<file path="src/rtl/dft_pkg.sv">
`timescale 1ns / 1ps
// ----------------------------------------------------------------------------
// DShot frame transmitter package
// Shared widths, codes, configuration and result types, frame helpers.
// ----------------------------------------------------------------------------
package dft_pkg;

	localparam int VAL_W    = 11;
	localparam int CYC_W    = 12;
	localparam int RAW_W    = 16;
	localparam int FRAME_W  = 16;
	localparam int IDX_W    = $clog2(FRAME_W);
	localparam int CFG_W    = 12;
	localparam int CFG_IDX_W = 3;

	localparam int CMD_QUEUE_DEPTH = 8;
	localparam int QPTR_W = (CMD_QUEUE_DEPTH > 1) ? $clog2(CMD_QUEUE_DEPTH) : 1;
	localparam int QCNT_W = $clog2(CMD_QUEUE_DEPTH + 1);

	localparam logic [VAL_W-1:0] RESET_VALUE = VAL_W'(48);

	// request codes
	localparam logic [1:0] REQ_WRITE = 2'd0;
	localparam logic [1:0] REQ_TELEM = 2'd1;
	localparam logic [1:0] REQ_TICK  = 2'd2;
	localparam logic [1:0] REQ_SPARE = 2'd3;

	// status codes
	localparam logic [1:0] ST_OK      = 2'd0;
	localparam logic [1:0] ST_INVALID = 2'd1;
	localparam logic [1:0] ST_FULL    = 2'd2;

	// result kinds
	localparam logic KIND_STATUS = 1'b0;
	localparam logic KIND_FRAME  = 1'b1;

	// configuration register indexes
	localparam logic [CFG_IDX_W-1:0] CFG_THR_MIN   = 3'd0;
	localparam logic [CFG_IDX_W-1:0] CFG_THR_MAX   = 3'd1;
	localparam logic [CFG_IDX_W-1:0] CFG_CMD_MIN   = 3'd2;
	localparam logic [CFG_IDX_W-1:0] CFG_ONE_HIGH  = 3'd3;
	localparam logic [CFG_IDX_W-1:0] CFG_ONE_LOW   = 3'd4;
	localparam logic [CFG_IDX_W-1:0] CFG_ZERO_HIGH = 3'd5;
	localparam logic [CFG_IDX_W-1:0] CFG_ZERO_LOW  = 3'd6;
	localparam logic [CFG_IDX_W-1:0] CFG_TEL_ALWAYS = 3'd7;

	typedef struct packed {
		logic [VAL_W-1:0] throttle_min;
		logic [VAL_W-1:0] throttle_max;
		logic [VAL_W-1:0] command_min;
		logic [CYC_W-1:0] one_high_cycles;
		logic [CYC_W-1:0] one_low_cycles;
		logic [CYC_W-1:0] zero_high_cycles;
		logic [CYC_W-1:0] zero_low_cycles;
		logic             telemetry_always;
	} cfg_t;

	typedef struct packed {
		logic               kind;
		logic [1:0]         status;
		logic [FRAME_W-1:0] frame;
	} res_t;

	// {value, telemetry, xor of the three payload nibbles}
	function automatic logic [FRAME_W-1:0] frame_build(input logic [VAL_W-1:0] value,
			input logic tel);
		logic [VAL_W:0] payload;
		logic [3:0]     csum;
		payload = {value, tel};
		csum    = payload[3:0] ^ payload[7:4] ^ payload[11:8];
		return {payload, csum};
	endfunction

	function automatic logic [CYC_W-1:0] at_least_one(input logic [CYC_W-1:0] v);
		return (v == '0) ? CYC_W'(1) : v;
	endfunction

endpackage

</file>
<file path="src/rtl/dft_ram.sv">
`timescale 1ns / 1ps
// ----------------------------------------------------------------------------
// Generic RAM
// One write port, one read port, read data registered.
// ----------------------------------------------------------------------------
module dft_ram #(
	parameter int WIDTH = 8,
	parameter int DEPTH = 8
) (
	input  logic                                      clk,
	input  logic                                      we,
	input  logic [((DEPTH > 1) ? $clog2(DEPTH) : 1)-1:0] waddr,
	input  logic [WIDTH-1:0]                          wdata,
	input  logic                                      re,
	input  logic [((DEPTH > 1) ? $clog2(DEPTH) : 1)-1:0] raddr,
	output logic [WIDTH-1:0]                          rdata
);

	logic [WIDTH-1:0] mem_q [DEPTH];
	logic [WIDTH-1:0] rdata_q;

	always_ff @(posedge clk) begin
		if (we) begin
			mem_q[waddr] <= wdata;
		end
		if (re) begin
			rdata_q <= mem_q[raddr];
		end
	end

	assign rdata = rdata_q;

endmodule

</file>
<file path="src/rtl/dft_front.sv">
`timescale 1ns / 1ps
// ----------------------------------------------------------------------------
// DShot front end
// Classify requests, run the command queue RAM and build the frame word.
// ----------------------------------------------------------------------------
module dft_front import dft_pkg::*; (
	input  logic             clk,
	input  logic             arst_n,
	input  cfg_t             cfg,
	input  logic             in_valid,
	output logic             in_stall,
	input  logic [1:0]       req_type,
	input  logic [RAW_W-1:0] raw_value,
	output logic             res_valid,
	input  logic             res_ready,
	output res_t             res
);

	localparam int SUM_W = QCNT_W + 1;

	typedef enum logic [1:0] {SRC_KEEP, SRC_QUEUE, SRC_MBOX} src_t;

	logic              valid_s1;
	logic              kind_s1;
	logic [1:0]        status_s1;
	src_t              src_s1;
	logic [VAL_W-1:0]  mbox_s1;
	logic              tel_s1;

	logic [QCNT_W-1:0] cnt_q;
	logic [QPTR_W-1:0] rd_ptr_q;
	logic              pending_q;
	logic [VAL_W-1:0]  mbox_q;
	logic              tel_once_q;
	logic [VAL_W-1:0]  cur_val_q;

	logic              in_acc;
	logic              is_thr;
	logic              is_bad;
	logic              q_full;
	logic [VAL_W-1:0]  thr_val;
	logic [SUM_W-1:0]  ptr_sum;
	logic [QPTR_W-1:0] wr_ptr;
	logic [QPTR_W-1:0] rd_ptr_nxt;
	logic              ram_we;
	logic              ram_re;
	logic [VAL_W-1:0]  ram_rdata;
	logic [VAL_W-1:0]  sel_value;
	logic              tel_now;

	always_comb begin
		in_stall = valid_s1 && !res_ready;
		in_acc   = in_valid && !in_stall;
		is_thr   = raw_value >= RAW_W'(cfg.throttle_min);
		is_bad   = raw_value < RAW_W'(cfg.command_min);
		q_full   = cnt_q == QCNT_W'(CMD_QUEUE_DEPTH);
		thr_val  = (raw_value > RAW_W'(cfg.throttle_max)) ? cfg.throttle_max
			: raw_value[VAL_W-1:0];
		ptr_sum  = SUM_W'(rd_ptr_q) + SUM_W'(cnt_q);
		wr_ptr   = (ptr_sum >= SUM_W'(CMD_QUEUE_DEPTH))
			? QPTR_W'(ptr_sum - SUM_W'(CMD_QUEUE_DEPTH)) : QPTR_W'(ptr_sum);
		rd_ptr_nxt = (rd_ptr_q == QPTR_W'(CMD_QUEUE_DEPTH - 1)) ? '0 : rd_ptr_q + 1'b1;
		ram_we   = in_acc && req_type == REQ_WRITE && !is_thr && !is_bad && !q_full;
		ram_re   = in_acc && req_type == REQ_TICK && cnt_q != '0;
		tel_now  = cfg.telemetry_always || tel_once_q;
	end

	// a pop reads only an entry written in an earlier cycle, so the
	// registered read always sees the stored command
	dft_ram #(
		.WIDTH(VAL_W),
		.DEPTH(CMD_QUEUE_DEPTH)
	) u_queue_ram (
		.clk  (clk),
		.we   (ram_we),
		.waddr(wr_ptr),
		.wdata(raw_value[VAL_W-1:0]),
		.re   (ram_re),
		.raddr(rd_ptr_q),
		.rdata(ram_rdata)
	);

	always_ff @(posedge clk or negedge arst_n) begin
		if (!arst_n) begin
			valid_s1   <= 1'b0;
			cnt_q      <= '0;
			rd_ptr_q   <= '0;
			pending_q  <= 1'b0;
			tel_once_q <= 1'b0;
			cur_val_q  <= RESET_VALUE;
		end else begin
			if (valid_s1 && res_ready && kind_s1 == KIND_FRAME) begin
				cur_val_q <= sel_value;
			end
			if (in_acc) begin
				valid_s1 <= req_type != REQ_SPARE;
				unique case (req_type)
					REQ_WRITE: begin
						if (is_thr) begin
							pending_q <= 1'b1;
						end else if (ram_we) begin
							cnt_q <= cnt_q + 1'b1;
						end
					end
					REQ_TELEM: begin
						tel_once_q <= 1'b1;
					end
					REQ_TICK: begin
						if (cnt_q != '0) begin
							cnt_q    <= cnt_q - 1'b1;
							rd_ptr_q <= rd_ptr_nxt;
						end else begin
							pending_q <= 1'b0;
						end
						if (!cfg.telemetry_always) begin
							tel_once_q <= 1'b0;
						end
					end
					REQ_SPARE: begin
					end
					default: begin
					end
				endcase
			end else if (res_ready) begin
				valid_s1 <= 1'b0;
			end
		end
	end

	always_ff @(posedge clk) begin
		if (in_acc) begin
			kind_s1   <= (req_type == REQ_TICK) ? KIND_FRAME : KIND_STATUS;
			tel_s1    <= tel_now;
			mbox_s1   <= mbox_q;
			if (cnt_q != '0) begin
				src_s1 <= SRC_QUEUE;
			end else if (pending_q) begin
				src_s1 <= SRC_MBOX;
			end else begin
				src_s1 <= SRC_KEEP;
			end
			if (req_type == REQ_WRITE && !is_thr && is_bad) begin
				status_s1 <= ST_INVALID;
			end else if (req_type == REQ_WRITE && !is_thr && q_full) begin
				status_s1 <= ST_FULL;
			end else begin
				status_s1 <= ST_OK;
			end
		end
		if (in_acc && req_type == REQ_WRITE && is_thr) begin
			mbox_q <= thr_val;
		end
	end

	always_comb begin
		case (src_s1)
			SRC_QUEUE: sel_value = ram_rdata;
			SRC_MBOX:  sel_value = mbox_s1;
			default:   sel_value = cur_val_q;
		endcase
		res_valid  = valid_s1;
		res.kind   = kind_s1;
		res.status = status_s1;
		res.frame  = (kind_s1 == KIND_FRAME) ? frame_build(sel_value, tel_s1) : '0;
	end

endmodule

</file>
<file path="src/rtl/dft_serial.sv">
`timescale 1ns / 1ps
// ----------------------------------------------------------------------------
// DShot result serializer
// Hold one result and shift a frame out MSB first with its pulse lengths.
// ----------------------------------------------------------------------------
module dft_serial import dft_pkg::*; (
	input  logic               clk,
	input  logic               arst_n,
	input  cfg_t               cfg,
	input  logic               res_valid,
	output logic               res_ready,
	input  res_t               res,
	output logic               out_valid,
	input  logic               out_stall,
	output logic               result_kind,
	output logic [1:0]         status,
	output logic               bit_value,
	output logic [CYC_W-1:0]   pulse_high,
	output logic [CYC_W-1:0]   pulse_low,
	output logic [FRAME_W-1:0] frame_word,
	output logic               last
);

	logic             busy_q;
	res_t             item_q;
	logic [IDX_W-1:0] idx_q;
	logic             xfer;
	logic             bit_now;

	always_comb begin
		xfer        = busy_q && !out_stall;
		bit_now     = item_q.frame[idx_q];
		out_valid   = busy_q;
		result_kind = item_q.kind;
		status      = item_q.status;
		frame_word  = item_q.frame;
		last        = (item_q.kind == KIND_STATUS) || idx_q == '0;
		res_ready   = !busy_q || (xfer && last);
		if (item_q.kind == KIND_FRAME) begin
			bit_value  = bit_now;
			pulse_high = at_least_one(bit_now ? cfg.one_high_cycles : cfg.zero_high_cycles);
			pulse_low  = at_least_one(bit_now ? cfg.one_low_cycles : cfg.zero_low_cycles);
		end else begin
			bit_value  = 1'b0;
			pulse_high = '0;
			pulse_low  = '0;
		end
	end

	always_ff @(posedge clk or negedge arst_n) begin
		if (!arst_n) begin
			busy_q <= 1'b0;
		end else if (res_ready) begin
			busy_q <= res_valid;
		end
	end

	always_ff @(posedge clk) begin
		if (res_ready && res_valid) begin
			item_q <= res;
			idx_q  <= IDX_W'(FRAME_W - 1);
		end else if (xfer) begin
			idx_q <= idx_q - 1'b1;
		end
	end

endmodule

</file>
<file path="src/rtl/dshot_frame_transmitter_core.sv">
`timescale 1ns / 1ps
// ----------------------------------------------------------------------------
// DShot frame transmitter core
// Queues commands, holds the latest throttle and emits 16-bit DShot frames.
// ----------------------------------------------------------------------------
// Path: an accepted request passes the front end's stage register and then the
//   serializer's result register before its result is offered at the output.
// Throughput: one request per cycle while in_stall is low; a write or telemetry
//   request yields one result, a frame tick yields one result per frame bit,
//   paced by the serializer's bit counter, and a spare request yields none.
// Reset: registers take their defaults, queue empty, current value 48. The
//   queue RAM is not cleared; entries are only read after being written.
module dshot_frame_transmitter_core import dft_pkg::*; (
	input  logic                 clk,
	input  logic                 arst_n,
	input  logic                 cfg_we,
	input  logic [CFG_IDX_W-1:0] cfg_index,
	input  logic [CFG_W-1:0]     cfg_data,
	input  logic                 in_valid,
	output logic                 in_stall,
	input  logic [1:0]           req_type,
	input  logic [RAW_W-1:0]     raw_value,
	output logic                 out_valid,
	input  logic                 out_stall,
	output logic                 result_kind,
	output logic [1:0]           status,
	output logic                 bit_value,
	output logic [CYC_W-1:0]     pulse_high,
	output logic [CYC_W-1:0]     pulse_low,
	output logic [FRAME_W-1:0]   frame_word,
	output logic                 last
);

	cfg_t cfg_q;
	logic res_valid;
	logic res_ready;
	res_t res;

	// Configuration registers: written only while the core is idle, a rule the user must keep
	// and the block does not enforce, so the front end and the serializer read them directly.
	always_ff @(posedge clk or negedge arst_n) begin
		if (!arst_n) begin
			cfg_q.throttle_min     <= VAL_W'(48);
			cfg_q.throttle_max     <= VAL_W'(2047);
			cfg_q.command_min      <= VAL_W'(1);
			cfg_q.one_high_cycles  <= CYC_W'(60);
			cfg_q.one_low_cycles   <= CYC_W'(20);
			cfg_q.zero_high_cycles <= CYC_W'(30);
			cfg_q.zero_low_cycles  <= CYC_W'(50);
			cfg_q.telemetry_always <= 1'b0;
		end else if (cfg_we) begin
			unique case (cfg_index)
				CFG_THR_MIN:    cfg_q.throttle_min     <= cfg_data[VAL_W-1:0];
				CFG_THR_MAX:    cfg_q.throttle_max     <= cfg_data[VAL_W-1:0];
				CFG_CMD_MIN:    cfg_q.command_min      <= cfg_data[VAL_W-1:0];
				CFG_ONE_HIGH:   cfg_q.one_high_cycles  <= cfg_data;
				CFG_ONE_LOW:    cfg_q.one_low_cycles   <= cfg_data;
				CFG_ZERO_HIGH:  cfg_q.zero_high_cycles <= cfg_data;
				CFG_ZERO_LOW:   cfg_q.zero_low_cycles  <= cfg_data;
				CFG_TEL_ALWAYS: cfg_q.telemetry_always <= cfg_data[0];
				default: begin
				end
			endcase
		end
	end

	// Front end: classify each transfer, push or pop the command queue RAM,
	// pick the frame value and build the frame word in stage one.
	dft_front u_front (
		.clk      (clk),
		.arst_n   (arst_n),
		.cfg      (cfg_q),
		.in_valid (in_valid),
		.in_stall (in_stall),
		.req_type (req_type),
		.raw_value(raw_value),
		.res_valid(res_valid),
		.res_ready(res_ready),
		.res      (res)
	);

	// Serializer: hold the result register and advance one frame bit per
	// output transfer; it takes the next result as the last one leaves.
	dft_serial u_serial (
		.clk        (clk),
		.arst_n     (arst_n),
		.cfg        (cfg_q),
		.res_valid  (res_valid),
		.res_ready  (res_ready),
		.res        (res),
		.out_valid  (out_valid),
		.out_stall  (out_stall),
		.result_kind(result_kind),
		.status     (status),
		.bit_value  (bit_value),
		.pulse_high (pulse_high),
		.pulse_low  (pulse_low),
		.frame_word (frame_word),
		.last       (last)
	);

endmodule

</file>
<file path="config.mk">
export PLATFORM = sky130hd
export DESIGN_NAME = dshot_frame_transmitter_core
export DESIGN_NICKNAME = d
export VERILOG_FILES = /design/src/rtl/dft_pkg.sv /design/src/rtl/dft_ram.sv /design/src/rtl/dft_front.sv /design/src/rtl/dft_serial.sv /design/src/rtl/dshot_frame_transmitter_core.sv
export SDC_FILE = /design/constraint.sdc
export NUM_CORES = 1
export LEC_CHECK = 0
export BUFFER_PORTS_ARGS = -buffer_cell sky130_fd_sc_hd__buf_2
export CAP_MARGIN = 20
export CORE_ASPECT_RATIO = 0.5
export CORE_UTILIZATION = 45
export DETAILED_ROUTE_END_ITERATION = 16
export PLACE_DENSITY = 0.68
export SYNTH_ARGS = -nofsm -noshare
export SYNTH_HDL_FRONTEND = slang
export SYNTH_HIERARCHICAL = 1
export SYNTH_SLANG_ARGS = --single-unit
</file>
<file path="constraint.sdc">
create_clock -name clk -period 4.25 [get_ports clk]
set_input_delay 0 -clock clk [delete_from_list [all_inputs] [get_ports clk]]
set_output_delay 0 -clock clk [all_outputs]
set_load 0.05 [all_outputs]
</file>
==> Yosys cells after proc, flatten, opt, wreduce, memory -nomap -nowiden <==
Memory sizes are Yosys's and may differ from the RTL's. A register that Yosys moved wholly into a read port is not among the register bits.
Cells that the tools add are included.
{ "totals": {"regBits": 155, "ramBits": 88, "in_bits": 38, "out_inout_bits": 47, "elab_cells": 136, "n_memories": 1} }
{ "classes": {"add_sub_neg": 6, "n_lt_le_gt_ge": 5, "n_eq_ne": 20, "muxes": 29, "n_bitwise": 3, "n_reduce_logical": 47} }
{ "memory_table": {"columns": ["name", "depth", "word_bits", "read_ports", "rd_clocked_by_memory_dff", "wr", "line", "text"], "rows": [
  ["u_front.u_queue_ram.mem_q", 8, 11, 1, 1, 1, "dft_ram.sv:19", "logic [WIDTH-1:0] mem_q [DEPTH];"]
]} }
{ "ops": {"columns": ["cell", "n"], "rows": [
  ["$mux 12", 6],
  ["$logic_not 12->1", 2],
  ["$pmux 11 s2", 1],
  ["$ge 16x11->1", 1],
  ["$gt 16x11->1", 1],
  ["$logic_and 1x1->1", 16],
  ["$lt 16x11->1", 1],
  ["$reduce_and 2->1", 8],
  ["$eq 3x3->1 const B", 5],
  ["$mux 4", 3],
  ["$mux 11", 1],
  ["$mux 1", 10],
  ["$ne 2x2->1 const B", 5],
  ["$pmux 4 s2", 1],
  ["$sub 4x1->4 const B", 2],
  ["$xor 4x4->4", 2],
  ["$logic_not 1->1", 7],
  ["$eq 3x2->1 const B", 2],
  ["$mux 3", 2],
  ["$reduce_and 3->1", 2],
  ["$reduce_bool 2->1", 3],
  ["$add 3x4->5", 1],
  ["$ge 5x4->1 const B", 1],
  ["$lt 4x5->1 const B", 1],
  ["19 further kinds", 26]
]} }

==> Depth between registers and ports, before layout <==
{ "depth": {"word_depth": 15, "depth_mapped": 13, "depth_no_buf": 12} }

==> By module <==
Netlist, hierarchy kept.
{ "by_module_without_submodules": {"columns": ["mod", "n_inst", "cells_each", "area_each_um2", "seq_area_each_um2"], "rows": [
  ["dft_ram", 1, 150, 3767.4, 2972.9],
  ["dft_front", 1, 338, 3368.2, 1368.8],
  ["dshot_frame_transmitter_core", 1, 179, 3225.6, 2085.8],
  ["dft_serial", 1, 153, 1525.2, 675.6]
]} }

==> Worst setup path after synthesis <==
No wires, ideal clock.
{ "synth_timing": {"kind": "register to register", "from": "register u_serial.idx_q[0]", "to": "memory u_front/u_queue_ram/mem_q[0][0] (netlist name) (enable)", "setup_ns": 0.393, "arrival_time_ns": 3.435, "required_time_ns": 3.857, "slack_ns": 0.422, "path_stages_with_launch": 14, "cell_sequence": "dfxtp_1 -> buf_2 -> inv_1 -> ha_1 -> or3b_1 -> and2_1 -> o21ai_1 -> nand2b_1 -> nand2_1 -> inv_1 -> o2111ai_1 -> nor4_1 -> nand2b_1 -> nor3_1"} }
{ "synth_between": {"elab_chain_len": 14} }
{ "synth_rtl": {"columns": ["element", "line", "text"], "rows": [
  ["start: declaration", "dft_serial.sv:26", "logic [IDX_W-1:0] idx_q;"],
  ["start signal: assignment", "dft_serial.sv:61", "idx_q <= IDX_W'(FRAME_W - 1);"],
  ["start signal: assignment", "dft_serial.sv:63", "idx_q <= idx_q - 1'b1;"],
  ["$logic_not 4->1", "dft_serial.sv:37", "last = (item_q.kind == KIND_STATUS) || idx_q == '0;"],
  ["$logic_or 1x1->1", "dft_serial.sv:37", null],
  ["$logic_and 1x1->1", "dft_serial.sv:38", "res_ready = !busy_q || (xfer && last);"],
  ["$logic_or 1x1->1", "dft_serial.sv:38", null],
  ["net res_ready", "dshot_frame_transmitter_core.sv:36", "logic res_ready;"],
  ["$logic_not 1->1", "dft_front.sv:52", "in_stall = valid_s1 && !res_ready;"],
  ["$logic_and 1x1->1", "dft_front.sv:52", null],
  ["$logic_not 1->1", "dft_front.sv:53", "in_acc = in_valid && !in_stall;"],
  ["$logic_and 1x1->1", "dft_front.sv:53", null],
  ["net u_front.in_acc", "dft_front.sv:37", "logic in_acc;"],
  ["$logic_and 1x1->1 (4 in series)", "dft_front.sv:63", "ram_we = in_acc && req_type == REQ_WRITE && !is_thr && !is_bad && !q_full;"],
  ["net u_front.ram_we", "dft_front.sv:45", "logic ram_we;"],
  ["$mux 1", "dft_ram.sv:23", "if (we) begin"],
  ["$mux 1 (not written as such)", "dft_ram.sv:24", "mem_q[waddr] <= wdata;"],
  ["end: declaration", "dft_ram.sv:19", null]
]} }
The timed path passes the listed nets, and every way through them passes these cells.

==> Worst setup path in the final report <==
{ "layout_timing": {"from": "register u_serial.idx_q[0]", "to": "memory u_front/u_queue_ram/mem_q[0][3] (netlist name) (enable)"} }
The elaborated chain is that of the path after synthesis.

==> summary by stage <==
Finish
0 antenna diodes ended up in the layout. Registers take 7100 um^2. In the final design database the tool counted 1028 nets. The area growth from synthesis to final layout is 16.1%. The number of fillers in the final layout is 2148. The multi-input combinational cells in the finished layout cover a total of 4400 um^2. The share of post-route cells with drive strength above 1 is 0.297.

Logic synthesis
In the synthesized netlist the async set-or-reset flop fraction comes to 0.409. The most used flip-flop cell after synthesis is sky130_fd_sc_hd__edfxtp_1. The number of enable-type register cells in the synthesized netlist is 146. The number of nets handed over by synthesis was 900. Synthesis handed over a netlist of 820 instances. The cell accounting for the most synthesized area is sky130_fd_sc_hd__edfxtp_1. The commonest cells after synthesis are 146 x sky130_fd_sc_hd__edfxtp_1, 77 x sky130_fd_sc_hd__nand2_1, 75 x sky130_fd_sc_hd__dfrtp_1. By area the synthesized netlist is led by sky130_fd_sc_hd__edfxtp_1 37%, sky130_fd_sc_hd__dfrtp_1 16%, sky130_fd_sc_hd__mux2_2 7.0%.

After synthesis the cells add up to 11900 um^2. The mean area per synthesized cell is 14.5 um^2. By instance count, the leading cell after synthesis is sky130_fd_sc_hd__edfxtp_1. The share of synthesized area in the top cell type comes to 0.369. The number of different library cells used by synthesis comes to 60. For this run, the register share of the synthesized area comes to 0.598. During synthesis, Yosys emitted a total of 6 warnings. In this run, synthesis produced a sequential element count of 254.

GRT
The wire length of the first global-routing pass is 38.4 mm. The final global-route overflow total is 0. The via count of the first global-routing pass is 6768. The initial antenna violation count is 0. For this run, the total global-route usage over all layers was measured as 0.186. The maximum number of pins on one net before global-route repair is 69.

Clock network
The clock tree buffer depth is 3. In this run the number of H-tree levels came out at 1. The clock tree from TritonCTS is yes. The tree is rooted in a sky130_fd_sc_hd__clkbuf_16.

CTS saw 254 sinks. After clock tree synthesis, the clock-pin slew on the worst setup and hold paths is 0.07 ns. The number of buffers added by the clock tree synthesis step is 24.

The clock reaches the later pin of the worst-skew pair after 0.53 ns.

Die
After floorplanning, the core was divided into 41 placement rows. The initial utilization of the core area, before any placement, comes to 0.465. The die covers 27100 um^2.

The number of placed I/O pins is 85. The overall die width is 232 um. The die is 117 um tall. The area inside the core boundary is 25500 um^2.

STA
Setup repair after global routing left no endpoint under its margin. The worst-case headroom to the max-slew limit is 0.341. Static timing analysis puts the maximum clock frequency at 0.284 GHz. The worst clock skew is 0.0131 ns. The final number of setup-violating endpoints is 0. At the pin with the least slew margin, the transition time is 0.989 ns. Setup total negative slack on the finished layout was measured at 0 ns. The tightest hold margin is 0.108 ns. The number of pins with negative max-slew slack in the final report is 0. The post-route clock period utilization is 0.828. The number of hold-slack violations in the final timing report is 0. The smallest clock period supported by the final layout is computed as 3.52 ns.

Drt
The count of nets left with antenna violations after detail routing is 0. For this run, the detailed router's first-pass iteration total came to 5. The number of remaining DRC errors is 0. The number of DRC violations after detailed-routing iteration 0 is 543. The post-detailed-route via-to-cell ratio is 5.39. Summed over all layers, the routed wires come to 25.0 mm. Summing over every cut layer, the via total after detailed routing is 7066. The detail-routed net length per standard cell is 19.1 um.

Critical path
The top fanout value on the critical path is 11. The cell class contributing the biggest share of worst-path delay is simple AND/OR/NAND/NOR gates. The signal arrival time at the worst endpoint is 3.75 ns.

The signal on the critical path passes through inv_1, ha_1, or3b_1, and2_1, o21ai_1, nand2b_1, nand2_1, inv_1, o2111ai_1, nor4_1, nand2b_1, nor3_1, buf_4. STA classifies the critical path startpoint as a flip-flop. The setup path with the least slack is of type reg -> reg. The required time of the critical path is 4.48 ns.

The element type at the critical path end is a flip-flop. The buffer and inverter count on the worst path is 3. On the worst path, the slowest cell contributes a delay of 0.44 ns.

The cell with the largest stage delay on the worst path is sky130_fd_sc_hd__nor4_1.

Outcome
The flow ran to the end, and the final reports show no timing, DRC or antenna violations.

Pwr
For this design the static power due to leakage is 5.61 nW. The total power divided by cell area is 569 nW/um^2. The worst ir drop on vdd is 0.325 mV.

Flow run
Max-cap violations in this run came to 0.

Placement
The count of buffers from port buffering is 84. The HPWL after detailed placement is 17.1 mm. The routability congestion estimate from global placement is 0.809.

Hold path
In this run the worst hold path is classified as in -> async.
-- cell families (layout without fill, tap and decap cells) --
logic type      after synthesis  after routing  synth area share
compound gates               79             79            0.0433
simple gates                187            187            0.0795
mux                         159            159             0.190
flops                       254            254             0.598
buf+inv                      83            229            0.0323
xor+xnor                     16             16            0.0118
fa+ha+maj                    42             42            0.0455
-- path summary, 6_finish.rpt --
check / from / to / slack, ns / cells after the start
max: u_serial/idx_q[0]$_SDFFE_PP1P_ / u_front/u_queue_ram/mem_q[0][3]$_DFFE_PP_ / 0.73 / 13
max in group asynchronous: arst_n / cfg_q[61]$_DFFE_PN1P_ / 3.04 / 3
min reg2reg: u_front/status_s1[0]$_SDFFCE_PP1P_ / u_serial/status[0]$_DFFE_PP_ / 0.43 / 0
min in group clk: raw_value[11] / u_front/status_s1[1]$_SDFFCE_PP0P_ / 0.30 / 5
max reg2reg: u_serial/idx_q[0]$_SDFFE_PP1P_ / u_front/u_queue_ram/mem_q[0][3]$_DFFE_PP_ / 0.73 / 13
min: arst_n / u_serial/out_valid$_DFFE_PN0N_ / 0.11 / 2
-- layout make-up --
cell class,instances,share of cell area
clock buffer,31,0.0492
clock inverter,13,0.00771
sequential,254,0.515
tap,344,0.0312
multi-input combinational,483,0.319
timing repair buffer,134,0.0642
inverter,51,0.0139
-- flip-flops by register name, summed over array words and instances, names as in the netlist, 2 cells and up --
| name | count |
|---|---|
| u_front/u_queue_ram/rdata | 11 |
| u_front/mbox_q | 11 |
| u_serial/idx_q | 4 |
| cfg_q | 82 |
| u_front/src_s1 | 2 |
| u_front/u_queue_ram/mem_q | 88 |
| u_front/cnt_q | 4 |
| u_front/rd_ptr_q | 3 |
| u_front/mbox_s1 | 11 |
| u_front/status_s1 | 2 |
| u_serial/status | 2 |
| u_serial/frame_word | 16 |
| u_front/cur_val_q | 11 |
-- cell usage in the layout, fill, tap and decap left out, types with 3 or more instances in the layout --
cell type	count
sky130_fd_sc_hd__buf_2	83
sky130_fd_sc_hd__mux4_1	22
sky130_fd_sc_hd__a22oi_1	11
sky130_fd_sc_hd__dlygate4sd3_1	35
sky130_fd_sc_hd__mux2_2	74
sky130_fd_sc_hd__xor2_1	6
sky130_fd_sc_hd__dfxtp_1	4
sky130_fd_sc_hd__dfrtp_1	75
sky130_fd_sc_hd__nor3_1	14
sky130_fd_sc_hd__inv_1	49
sky130_fd_sc_hd__clkinv_2	3
sky130_fd_sc_hd__nand2b_1	9
sky130_fd_sc_hd__o21ai_1	3
sky130_fd_sc_hd__edfxtp_1	146
sky130_fd_sc_hd__a21o_1	4
sky130_fd_sc_hd__buf_4	16
sky130_fd_sc_hd__nand4b_1	3
sky130_fd_sc_hd__o21ai_0	19
sky130_fd_sc_hd__mux2i_1	27
sky130_fd_sc_hd__and2_1	8
sky130_fd_sc_hd__xnor2_1	10
sky130_fd_sc_hd__nand4_1	5
sky130_fd_sc_hd__nor4_1	10
sky130_fd_sc_hd__clkbuf_1	4
sky130_fd_sc_hd__nand3_1	3
sky130_fd_sc_hd__nor2_1	23
sky130_fd_sc_hd__ha_1	40
sky130_fd_sc_hd__and3_1	5
sky130_fd_sc_hd__mux2_4	31
sky130_fd_sc_hd__a21oi_1	26
sky130_fd_sc_hd__clkinv_1	4
sky130_fd_sc_hd__nor2b_1	16
sky130_fd_sc_hd__dfstp_2	29
sky130_fd_sc_hd__mux4_2	4
sky130_fd_sc_hd__nand2_1	77
sky130_fd_sc_hd__clkbuf_16	26
-- timing repair --
item                      CTS  global route
resized for setup           0             0
hold endpoints to repair  231             0
buffers inserted            0             0
hold buffers               35             0
-- worst reg2reg max path, cell delays in order, from the launching register on --
cell and delay, ns:
sky130_fd_sc_hd__dfxtp_1 0.39, sky130_fd_sc_hd__inv_1 0.12, sky130_fd_sc_hd__ha_1 0.19, sky130_fd_sc_hd__or3b_1 0.39, sky130_fd_sc_hd__and2_1 0.20, sky130_fd_sc_hd__o21ai_1 0.21
sky130_fd_sc_hd__nand2b_1 0.19, sky130_fd_sc_hd__nand2_1 0.18, sky130_fd_sc_hd__inv_1 0.14, sky130_fd_sc_hd__o2111ai_1 0.11, sky130_fd_sc_hd__nor4_1 0.44, sky130_fd_sc_hd__nand2b_1 0.24
sky130_fd_sc_hd__nor3_1 0.18, sky130_fd_sc_hd__buf_4 0.23
-- through the flow --
| stage | instances | setup slack (ns) | utilization | area (um^2) | power [W] |
|---|---|---|---|---|---|
| 4_1_cts | 1310 | 0.775 | 0.540 | 13800 | 0.00792 |
| 5_1_grt | 1310 | 0.541 | 0.540 | 13800 | 0.00824 |
| 6_report | 1310 | 0.733 | 0.540 | 13800 | 0.00786 |
| 2_1_floorplan | 820 | 0.422 | - | 11900 | 0.00518 |
| 3_5_place_dp | 1231 | 0.884 | 0.496 | 12700 | 0.00576 |
| 3_3_place_gp | 1231 | 0.958 | 0.496 | 12700 | 0.00569 |
-- metal layers --
| layer | up-vias | GRT usage | wire length, um | part of all wire |
|---|---|---|---|---|
| met5 | - | 0 | 0 | 0 |
| met1 | 3553 | 0.267 | 11800 | 0.47 |
| met2 | 171 | 0.296 | 11400 | 0.46 |
| met3 | 39 | 0.0334 | 1240 | 0.049 |
| met4 | 0 | 0.0412 | 491 | 0.020 |
| li1 | 3303 | - | - | - |
-- power by group --
| group | switching, W | internal (W) | leakage (nW) |
|---|---|---|---|
| Clock | 0.000916 | 0.00120 | 0.380 |
| Combinational | 0.00141 | 0.00101 | 2.66 |
| Sequential | 0.000298 | 0.00302 | 2.57 |
No activity file was read; power rests on OpenSTA's default activity.
